==> src/hdl/crs_pkg.sv <==
// ----------------------------------------------------------------------------
// crs_pkg: shared types for the column range to row span converter
// Field widths, row bound arithmetic, the walk plan and the cell control group.
// ----------------------------------------------------------------------------
package crs_pkg;

  localparam int COL_BITS = 11;
  localparam int ROW_BITS = 6;
  localparam int BND_W    = 8;
  localparam int ROWS_DEF = 64;

  typedef logic [COL_BITS-1:0]     col_t;
  typedef logic [ROW_BITS-1:0]     row_t;
  typedef logic signed [BND_W-1:0] bnd_t;

  // stand-ins for "no rows": above every row, below every row
  localparam bnd_t NONE_TOP    = 8'sd127;
  localparam bnd_t NONE_BOTTOM = -8'sd1;

  typedef enum logic [1:0] {
    ST_IDLE,
    ST_WRITE,
    ST_TOP,
    ST_BOT
  } crs_state_t;

  // closing walks (t: top part, b: bottom part) and opening ranges (o1, o2)
  typedef struct packed {
    logic t_do;
    bnd_t t_lo;
    bnd_t t_hi;
    logic b_do;
    bnd_t b_hi;
    bnd_t b_lo;
    logic o1_do;
    bnd_t o1_lo;
    bnd_t o1_hi;
    logic o2_do;
    bnd_t o2_lo;
    bnd_t o2_hi;
  } crs_plan_t;

  typedef struct packed {
    logic rot_fwd;   // every cell takes its upper neighbor, head row goes up
    logic rot_back;  // every cell takes its lower neighbor, head row goes down
    logic write;     // cells in an opening range record here, the column less one
  } crs_ctl_t;

  function automatic bnd_t bnd_min(input bnd_t a, input bnd_t b);
    return (a < b) ? a : b;
  endfunction

  function automatic bnd_t bnd_max(input bnd_t a, input bnd_t b);
    return (a > b) ? a : b;
  endfunction

endpackage

==> src/hdl/crs_decode.sv <==
// ----------------------------------------------------------------------------
// crs_decode: range comparison for one column
// Works out which rows close (top part, bottom part) and which rows open.
// ----------------------------------------------------------------------------
module crs_decode (
  input  crs_pkg::row_t      prev_top,
  input  crs_pkg::row_t      prev_bottom,
  input  logic               prev_valid,
  input  crs_pkg::row_t      top_row,
  input  crs_pkg::row_t      bottom_row,
  input  logic               column_empty,
  output crs_pkg::crs_plan_t plan
);
  import crs_pkg::*;

  bnd_t s0, e0, s1, e1;
  bnd_t t_hi, s0n, b_lo, e0n, o1_hi, s1n, o2_lo;
  logic t_do, b_do, o1_do;

  always_comb begin
    s0 = prev_valid ? $signed(BND_W'(prev_top)) : NONE_TOP;
    e0 = prev_valid ? $signed(BND_W'(prev_bottom)) : NONE_BOTTOM;
    s1 = column_empty ? NONE_TOP : $signed(BND_W'(top_row));
    e1 = column_empty ? NONE_BOTTOM : $signed(BND_W'(bottom_row));

    // rows cut off at the top, walked downward
    t_hi = bnd_min(e0, s1 - bnd_t'(1));
    t_do = (s0 <= t_hi);
    s0n  = t_do ? t_hi + bnd_t'(1) : s0;

    // rows cut off at the bottom, walked upward
    b_lo = bnd_max(e1 + bnd_t'(1), s0n);
    b_do = (e0 >= b_lo);
    e0n  = b_do ? b_lo - bnd_t'(1) : e0;

    // newly covered rows above and below what is left of the old range
    o1_hi = bnd_min(s0n - bnd_t'(1), e1);
    o1_do = (s1 <= o1_hi);
    s1n   = o1_do ? o1_hi + bnd_t'(1) : s1;
    o2_lo = bnd_max(e0n + bnd_t'(1), s1n);

    plan.t_do  = t_do;
    plan.t_lo  = s0;
    plan.t_hi  = t_hi;
    plan.b_do  = b_do;
    plan.b_hi  = e0;
    plan.b_lo  = b_lo;
    plan.o1_do = o1_do;
    plan.o1_lo = s1;
    plan.o1_hi = o1_hi;
    plan.o2_do = (e1 >= o2_lo);
    plan.o2_lo = o2_lo;
    plan.o2_hi = e1;
  end

endmodule

==> src/hdl/crs_cell.sv <==
// ----------------------------------------------------------------------------
// crs_cell: one cell of the row ring
// Holds a row tag and that row's opening column; shifts either way around
// the ring or records the current column less one when its row opens.
// ----------------------------------------------------------------------------
module crs_cell #(
  parameter int ROW_W = 6,
  parameter int INDEX = 0
) (
  input  logic               clk,
  input  logic               rst,
  input  crs_pkg::crs_ctl_t  ctl,
  input  crs_pkg::crs_plan_t plan,
  input  crs_pkg::col_t      here,
  input  logic [ROW_W-1:0]   up_tag,
  input  crs_pkg::col_t      up_col,
  input  logic [ROW_W-1:0]   down_tag,
  input  crs_pkg::col_t      down_col,
  output logic [ROW_W-1:0]   tag,
  output crs_pkg::col_t      col
);
  import crs_pkg::*;

  localparam int CMPW = (ROW_W + 1 > BND_W) ? ROW_W + 1 : BND_W;

  logic signed [CMPW-1:0] tag_s;
  logic                   hit;

  always_comb begin
    tag_s = $signed(CMPW'(tag));
    hit   = (plan.o1_do && tag_s >= CMPW'(plan.o1_lo) && tag_s <= CMPW'(plan.o1_hi)) ||
            (plan.o2_do && tag_s >= CMPW'(plan.o2_lo) && tag_s <= CMPW'(plan.o2_hi));
  end

  always_ff @(posedge clk) begin
    if (rst) begin
      tag <= ROW_W'(INDEX);
    end else if (ctl.rot_fwd) begin
      tag <= up_tag;
    end else if (ctl.rot_back) begin
      tag <= down_tag;
    end
  end

  always_ff @(posedge clk) begin
    if (ctl.rot_fwd) begin
      col <= up_col;
    end else if (ctl.rot_back) begin
      col <= down_col;
    end else if (ctl.write && hit) begin
      col <= here;
    end
  end

endmodule

==> src/hdl/column_ranges_to_row_spans.sv <==
// ----------------------------------------------------------------------------
// column_ranges_to_row_spans: column row ranges to horizontal row spans
// Ring of row cells holding each row's opening column, walked by a sequencer.
// ----------------------------------------------------------------------------
// Usage
//   s_* carries one column per transfer, left to right; a plane is ended by
//   sending an empty column. m_* carries one closed span per transfer, top
//   part of the closed rows first (downward), then the bottom part (upward);
//   m_tlast marks the last span caused by a column.
//   A column is taken, then written, then walked: the ring moves as needed to
//   bring the first closing row of each part to the head cell; the ring
//   rotates one row per cycle and emits while rotating, so within a part the
//   spans leave back to back unless the receiver stalls. Adjacent columns
//   usually close rows near where the last one stopped, so the seek is short.
//   Rows newly covered are recorded for all cells at once, in the write state.
//   s_tready is high only between columns. A finished span sits in the output
//   register; the next column is taken while it waits, and a stalled receiver
//   holds the walk without losing a span.
//   Reset (synchronous) empties the output register, marks the previous
//   column empty and sets the ring in row order; opening columns are only
//   meaningful once written.
// ----------------------------------------------------------------------------
module column_ranges_to_row_spans #(
  parameter int ROWS = crs_pkg::ROWS_DEF
) (
  input  logic        clk,
  input  logic        rst,
  input  logic        s_tvalid,
  output logic        s_tready,
  input  logic [23:0] s_tdata,   // column[10:0], top_row[16:11], bottom_row[22:17], zero
  input  logic [1:0]  s_tuser,   // column_empty[0], plane_start[1]
  output logic        m_tvalid,
  input  logic        m_tready,
  output logic [31:0] m_tdata,   // span_row[5:0], span_first[16:6], span_stop[27:17], zero
  output logic        m_tlast    // last_span
);
  import crs_pkg::*;

  localparam int ROW_W = (ROWS > 1) ? $clog2(ROWS) : 1;
  localparam int CW    = (ROW_W > ROW_BITS) ? ROW_W : ROW_BITS;

  crs_state_t state, state_next;
  crs_plan_t  plan, plan_w;
  crs_ctl_t   ctl;
  col_t       here;
  row_t       prev_top, prev_bottom;
  logic       prev_empty;
  row_t       cur_row, cur_next;

  logic [ROW_W-1:0] tag_w [ROWS];
  col_t             col_w [ROWS];

  col_t in_column;
  row_t in_top, in_bottom;
  logic in_empty, in_start;

  logic          slot_free, at_head, cur_oor, emit, emit_last;
  logic [CW-1:0] head_ext, cur_ext;
  row_t          span_row;
  col_t          span_first;
  logic          span_last;

  assign in_column = s_tdata[10:0];
  assign in_top    = s_tdata[16:11];
  assign in_bottom = s_tdata[22:17];
  assign in_empty  = s_tuser[0];
  assign in_start  = s_tuser[1];

  assign s_tready = (state == ST_IDLE);

  crs_decode u_decode (
    .prev_top     (prev_top),
    .prev_bottom  (prev_bottom),
    .prev_valid   (!in_start && !prev_empty),
    .top_row      (in_top),
    .bottom_row   (in_bottom),
    .column_empty (in_empty),
    .plan         (plan_w)
  );

  for (genvar i = 0; i < ROWS; i++) begin : g_cell
    crs_cell #(
      .ROW_W (ROW_W),
      .INDEX (i)
    ) u_cell (
      .clk      (clk),
      .rst      (rst),
      .ctl      (ctl),
      .plan     (plan),
      .here     (here),
      .up_tag   (tag_w[(i + 1) % ROWS]),
      .up_col   (col_w[(i + 1) % ROWS]),
      .down_tag (tag_w[(i + ROWS - 1) % ROWS]),
      .down_col (col_w[(i + ROWS - 1) % ROWS]),
      .tag      (tag_w[i]),
      .col      (col_w[i])
    );
  end

  always_comb begin
    slot_free = !m_tvalid || m_tready;
    head_ext  = CW'(tag_w[0]);
    cur_ext   = CW'(cur_row);
    at_head   = (head_ext == cur_ext);
    // rows past the ring are never stored and read as column zero
    cur_oor   = (32'(cur_row) >= ROWS);
  end

  always_comb begin
    state_next = state;
    cur_next   = cur_row;
    ctl        = '0;
    emit       = 1'b0;
    emit_last  = 1'b0;
    case (state)
      ST_IDLE: begin
        if (s_tvalid) begin
          state_next = ST_WRITE;
        end
      end
      ST_WRITE: begin
        ctl.write = 1'b1;
        if (plan.t_do) begin
          state_next = ST_TOP;
          cur_next   = row_t'(plan.t_lo);
        end else if (plan.b_do) begin
          state_next = ST_BOT;
          cur_next   = row_t'(plan.b_hi);
        end else begin
          state_next = ST_IDLE;
        end
      end
      ST_TOP: begin
        if (cur_oor || at_head) begin
          if (slot_free) begin
            emit        = 1'b1;
            ctl.rot_fwd = !cur_oor;
            if (cur_row == row_t'(plan.t_hi)) begin
              emit_last = !plan.b_do;
              if (plan.b_do) begin
                state_next = ST_BOT;
                cur_next   = row_t'(plan.b_hi);
              end else begin
                state_next = ST_IDLE;
              end
            end else begin
              cur_next = cur_row + row_t'(1);
            end
          end
        end else if (cur_ext > head_ext) begin
          ctl.rot_fwd = 1'b1;
        end else begin
          ctl.rot_back = 1'b1;
        end
      end
      ST_BOT: begin
        if (cur_oor || at_head) begin
          if (slot_free) begin
            emit         = 1'b1;
            ctl.rot_back = !cur_oor;
            if (cur_row == row_t'(plan.b_lo)) begin
              emit_last  = 1'b1;
              state_next = ST_IDLE;
            end else begin
              cur_next = cur_row - row_t'(1);
            end
          end
        end else if (cur_ext > head_ext) begin
          ctl.rot_fwd = 1'b1;
        end else begin
          ctl.rot_back = 1'b1;
        end
      end
      default: begin
        state_next = ST_IDLE;
      end
    endcase
  end

  always_ff @(posedge clk) begin
    if (rst) begin
      state       <= ST_IDLE;
      prev_empty  <= 1'b1;
      prev_top    <= '0;
      prev_bottom <= '0;
      m_tvalid    <= 1'b0;
    end else begin
      state <= state_next;
      if (s_tvalid && s_tready) begin
        prev_top    <= in_top;
        prev_bottom <= in_bottom;
        prev_empty  <= in_empty;
      end
      if (slot_free) begin
        m_tvalid <= emit;
      end
    end
  end

  always_ff @(posedge clk) begin
    cur_row <= cur_next;
    if (s_tvalid && s_tready) begin
      plan <= plan_w;
      here <= in_column - col_t'(1);
    end
    if (emit) begin
      span_row   <= cur_row;
      span_first <= cur_oor ? '0 : col_w[0];
      span_last  <= emit_last;
    end
  end

  // span_stop is the column of the walk less one, held steady until the next span is emitted
  logic [10:0] span_stop;
  always_ff @(posedge clk) begin
    if (emit) begin
      span_stop <= here;
    end
  end

  assign m_tdata = {4'b0, span_stop, span_first, span_row};
  assign m_tlast = span_last;

endmodule

==> config.mk <==
export PLATFORM = sky130hd
export DESIGN_NAME = column_ranges_to_row_spans
export DESIGN_NICKNAME = d
export VERILOG_FILES = /design/src/hdl/crs_pkg.sv /design/src/hdl/crs_decode.sv /design/src/hdl/crs_cell.sv /design/src/hdl/column_ranges_to_row_spans.sv
export SDC_FILE = /design/constraint.sdc
export NUM_CORES = 2
export LEC_CHECK = 0
export BUFFER_PORTS_ARGS = -buffer_cell sky130_fd_sc_hd__buf_2
export CORE_ASPECT_RATIO = 2
export CORE_MARGIN = 5
export CORE_UTILIZATION = 65
export DETAILED_ROUTE_END_ITERATION = 16
export PLACE_DENSITY_LB_ADDON = 0.12
export SYNTH_ARGS = -nofsm -noshare
export SYNTH_HDL_FRONTEND = slang
export SYNTH_SLANG_ARGS = --single-unit
==> constraint.sdc <==
create_clock -name clk -period 26.8 [get_ports clk]
set_input_delay 1.34 -clock clk [delete_from_list [all_inputs] [get_ports clk]]
set_output_delay 1.34 -clock clk [all_outputs]
set_load 0.02 [all_outputs]
==> results.ini <==
[yosys]
synth_flop_cell = edfxtp_1
yosys-top-cells-count = 1847 x a21oi_1, 1603 x ha_1, 968 x nor2_1
synth_cell_types = 87
postSynthCellCount = 10200
ys_ff_latch = 1207
synth_edf_count = 807
synth_area_leaders = edfxtp_1 27%, ha_1 22%, a21oi_1 10%
yosysTopAreaCell = edfxtp_1
syn_area_per_cell_um2 = 8.89
yosysTopAreaCellShare = 0.266
async_reset_ff_frac = 0
syn_area_um2 = 91000
yosys_warnings = 0
ys_seq_area_frac = 0.354
yosysMostFrequentCell = a21oi_1

[timing]
setup_viol = 0
slew_headroom = 0.121
whs_ns = 0.450
report.final.slew_viol_count = 0
timing.fmax_mhz = 64.5
worstMarginPinSlew_ns = 1.31
period_needed_ns = 15.50
fin_setup_tns_ns = 0
fin_crit_sh = 0.579
rsz0062_at_grt = no
hold_viol_final = 0
skew_ns = 0.0396

[clock_tree]
holdBufCountCts = 0
numCtsBuffers = 111
cts_resized = 0
clockBufferDepth = 3
cts.sinks = 1207
clk_latency_ns = 0.77
clock-root-buffer = clkbuf_16
postCtsSetupRepairBufs = 0
clk_pin_slew_ns = 0.06
htreeDepth = 3
cts_tree = built

[finish]
drive_gt1_frac = 0.0456
nets = 11600
syn2layout_area_growth_pct = 6.00
final_core_util = 0.691
final_cell_area_um2 = 96500

[setup_path]
worst-path-stages = 64
worst_path_most_repeated_cell = ha_1
critPathLaunchType = input pin
crit_family = compound AO/OA/AOI/OAI gates
rr_worst_depth = 62
endpoint = plan[16]
r2r_start = prev_empty
cp_slowest_cell = a211oi_1
cp.required_ns = 27.30
crit_path_start = s_tuser[0]
endpoint_kind = register
max_stage_delay_ns = 0.78
crit_fanout = 23
regToRegEndpoint = plan[16]
cp.arrival_ns = 16.01
worstSetupPathType = in2reg
crit_buf_inv = 7
r2r_slack_ns = 11.70

[drt]
drt-initial-drc-count = 6733
vias_per_cell = 6.74
avgRoutedWirePerCell_um = 25.0
drt_wl_total_um = 297000
vias = 80200
firstDrtPassIters = 6
drc = 0
ant_nets = 0

[pwr]
power.leakage_nw = 40.3
total_power_mw = 7.09
peakVddDrop_uv = 70.1
power_density_nw_per_um2 = 73.6

[floorplanning]
die_h_um = 539
die_area_um2 = 148000
row_count = 194
coreArea_um2 = 140000
ios = 65
die_x_um = 275
initial_core_util = 0.652

[global_routing]
track_usage = 0.389
antenna_found_initial = 4
grt_overflow = 0
grt_start_max_net_pins = 259
grt_first_pass_wirelength_um = 453000
grt_pass1_vias = 81200

[placement]
portBuffers = 59
placed_area_um2 = 92600
hpwl_um = 196000
gp_congestion = 0.943

[run_status]
status = completed

[run]
maxCapViolCount = 0

[worst_hold_path]
hp-class = reg2reg

[report_power, final]
group	internal [mW]	switching (mW)	leakage, nW
Combinational	1.01	1.71	27.8
Sequential	2.36	0.277	10.6
Clock	0.953	0.782	1.87
[layout by cell type, fill, tap and decap left out, types with 26 or more instances in the layout]
master	Yosys	routed
o21bai_1	68	68
ha_1	1603	1603
nand2_1	873	873
dfxtp_1	400	400
inv_1	150	129
xor2_1	26	26
and4_1	67	67
buf_4	4	129
nor2_1	968	968
o21ai_1	6	59
nor2b_1	332	332
nor3_1	79	79
a31oi_1	76	76
buf_2	5	58
o22ai_1	64	64
nand4_1	71	71
o21a_1	199	199
a21o_1	141	141
o21ai_0	555	502
o211ai_1	36	36
a21oi_1	1847	1847
edfxtp_1	807	807
clkbuf_16	0	116
a311oi_1	259	259
nand3_1	192	192
nand2b_1	591	589
xnor2_1	34	34
[stage by stage]
step / cells / setup slack [ns]
global placement: 11700 / 10.20
finish: 11900 / 11.30
global route: 11900 / 10.26
floorplan: 10200 / 13.00
detailed placement: 11700 / 10.49
CTS: 11900 / 11.21
[worst min path at each step]
| stage | startpoint | to | slack (ns) | cells after the start |
|---|---|---|---|---|
| final | prev_top[4] | prev_top[4] | 0.45 | 2 |
| after global routing | here[4] | span_stop[4] | 0.48 | 0 |
| after CTS | prev_top[4] | prev_top[4] | 0.45 | 2 |
| after detailed placement | prev_top[4] | prev_top[4] | 0.44 | 2 |
| after global placement | here[5] | span_stop[5] | 0.43 | 0 |
| after floorplan | here[0] | span_stop[0] | 0.42 | 0 |
[flip-flops by register name, indices dropped and copies added, names as in the netlist]
signal and cells:
cur_ext 6, span_first 11, g_cell.u_cell.tag 384, m_tvalid 1, state 2, plan 57
prev_empty 1, g_cell.u_cell.col 704, prev_bottom 6, prev_top 6, span_stop 11, m_tlast 1
here 11, span_row 6
[routing by layer]
metal	vias to the layer above	wire length (µm)	global-route usage
li1	36900	-	-
met1	38200	100000	0.404
met2	3481	146000	0.679
met3	1641	20000	0.0616
met4	2	31400	0.322
met5	-	13	0
[final cells by class]
cell class              instances  area (µm²)
multi-input cells            8279       56000
clock inverters                67         835
well taps                    1862        2330
clock buffers                 140        3030
flip-flops and latches       1207       32200
repair buffers                195        1410
fillers                     11300       43100
diodes                          3        7.51
inverters                     152         622
[kinds of logic after synthesis]
logic type,count (synthesis),share of synthesized area
AO/OA/AOI/OAI,3316,0.211
AND/OR/NAND/NOR,3249,0.172
adder cells (fa/ha/maj),1608,0.221
flip-flops,1207,0.354
buffers and inverters,757,0.0315
XOR/XNOR,61,0.00595
multiplexers,37,0.00448
other,2,0.0000825
[worst reg2reg max path: cells and delay by family, from the launching register on]
kind            cells  cell delay (ns)
simple gates       13             2.42
fa+ha+maj          10             3.24
mux                 4             1.33
xor+xnor            1             0.24
buf+inv             9             1.80
flops               1             0.39
compound gates     25             5.40
Power figures use the tool's default switching activity.
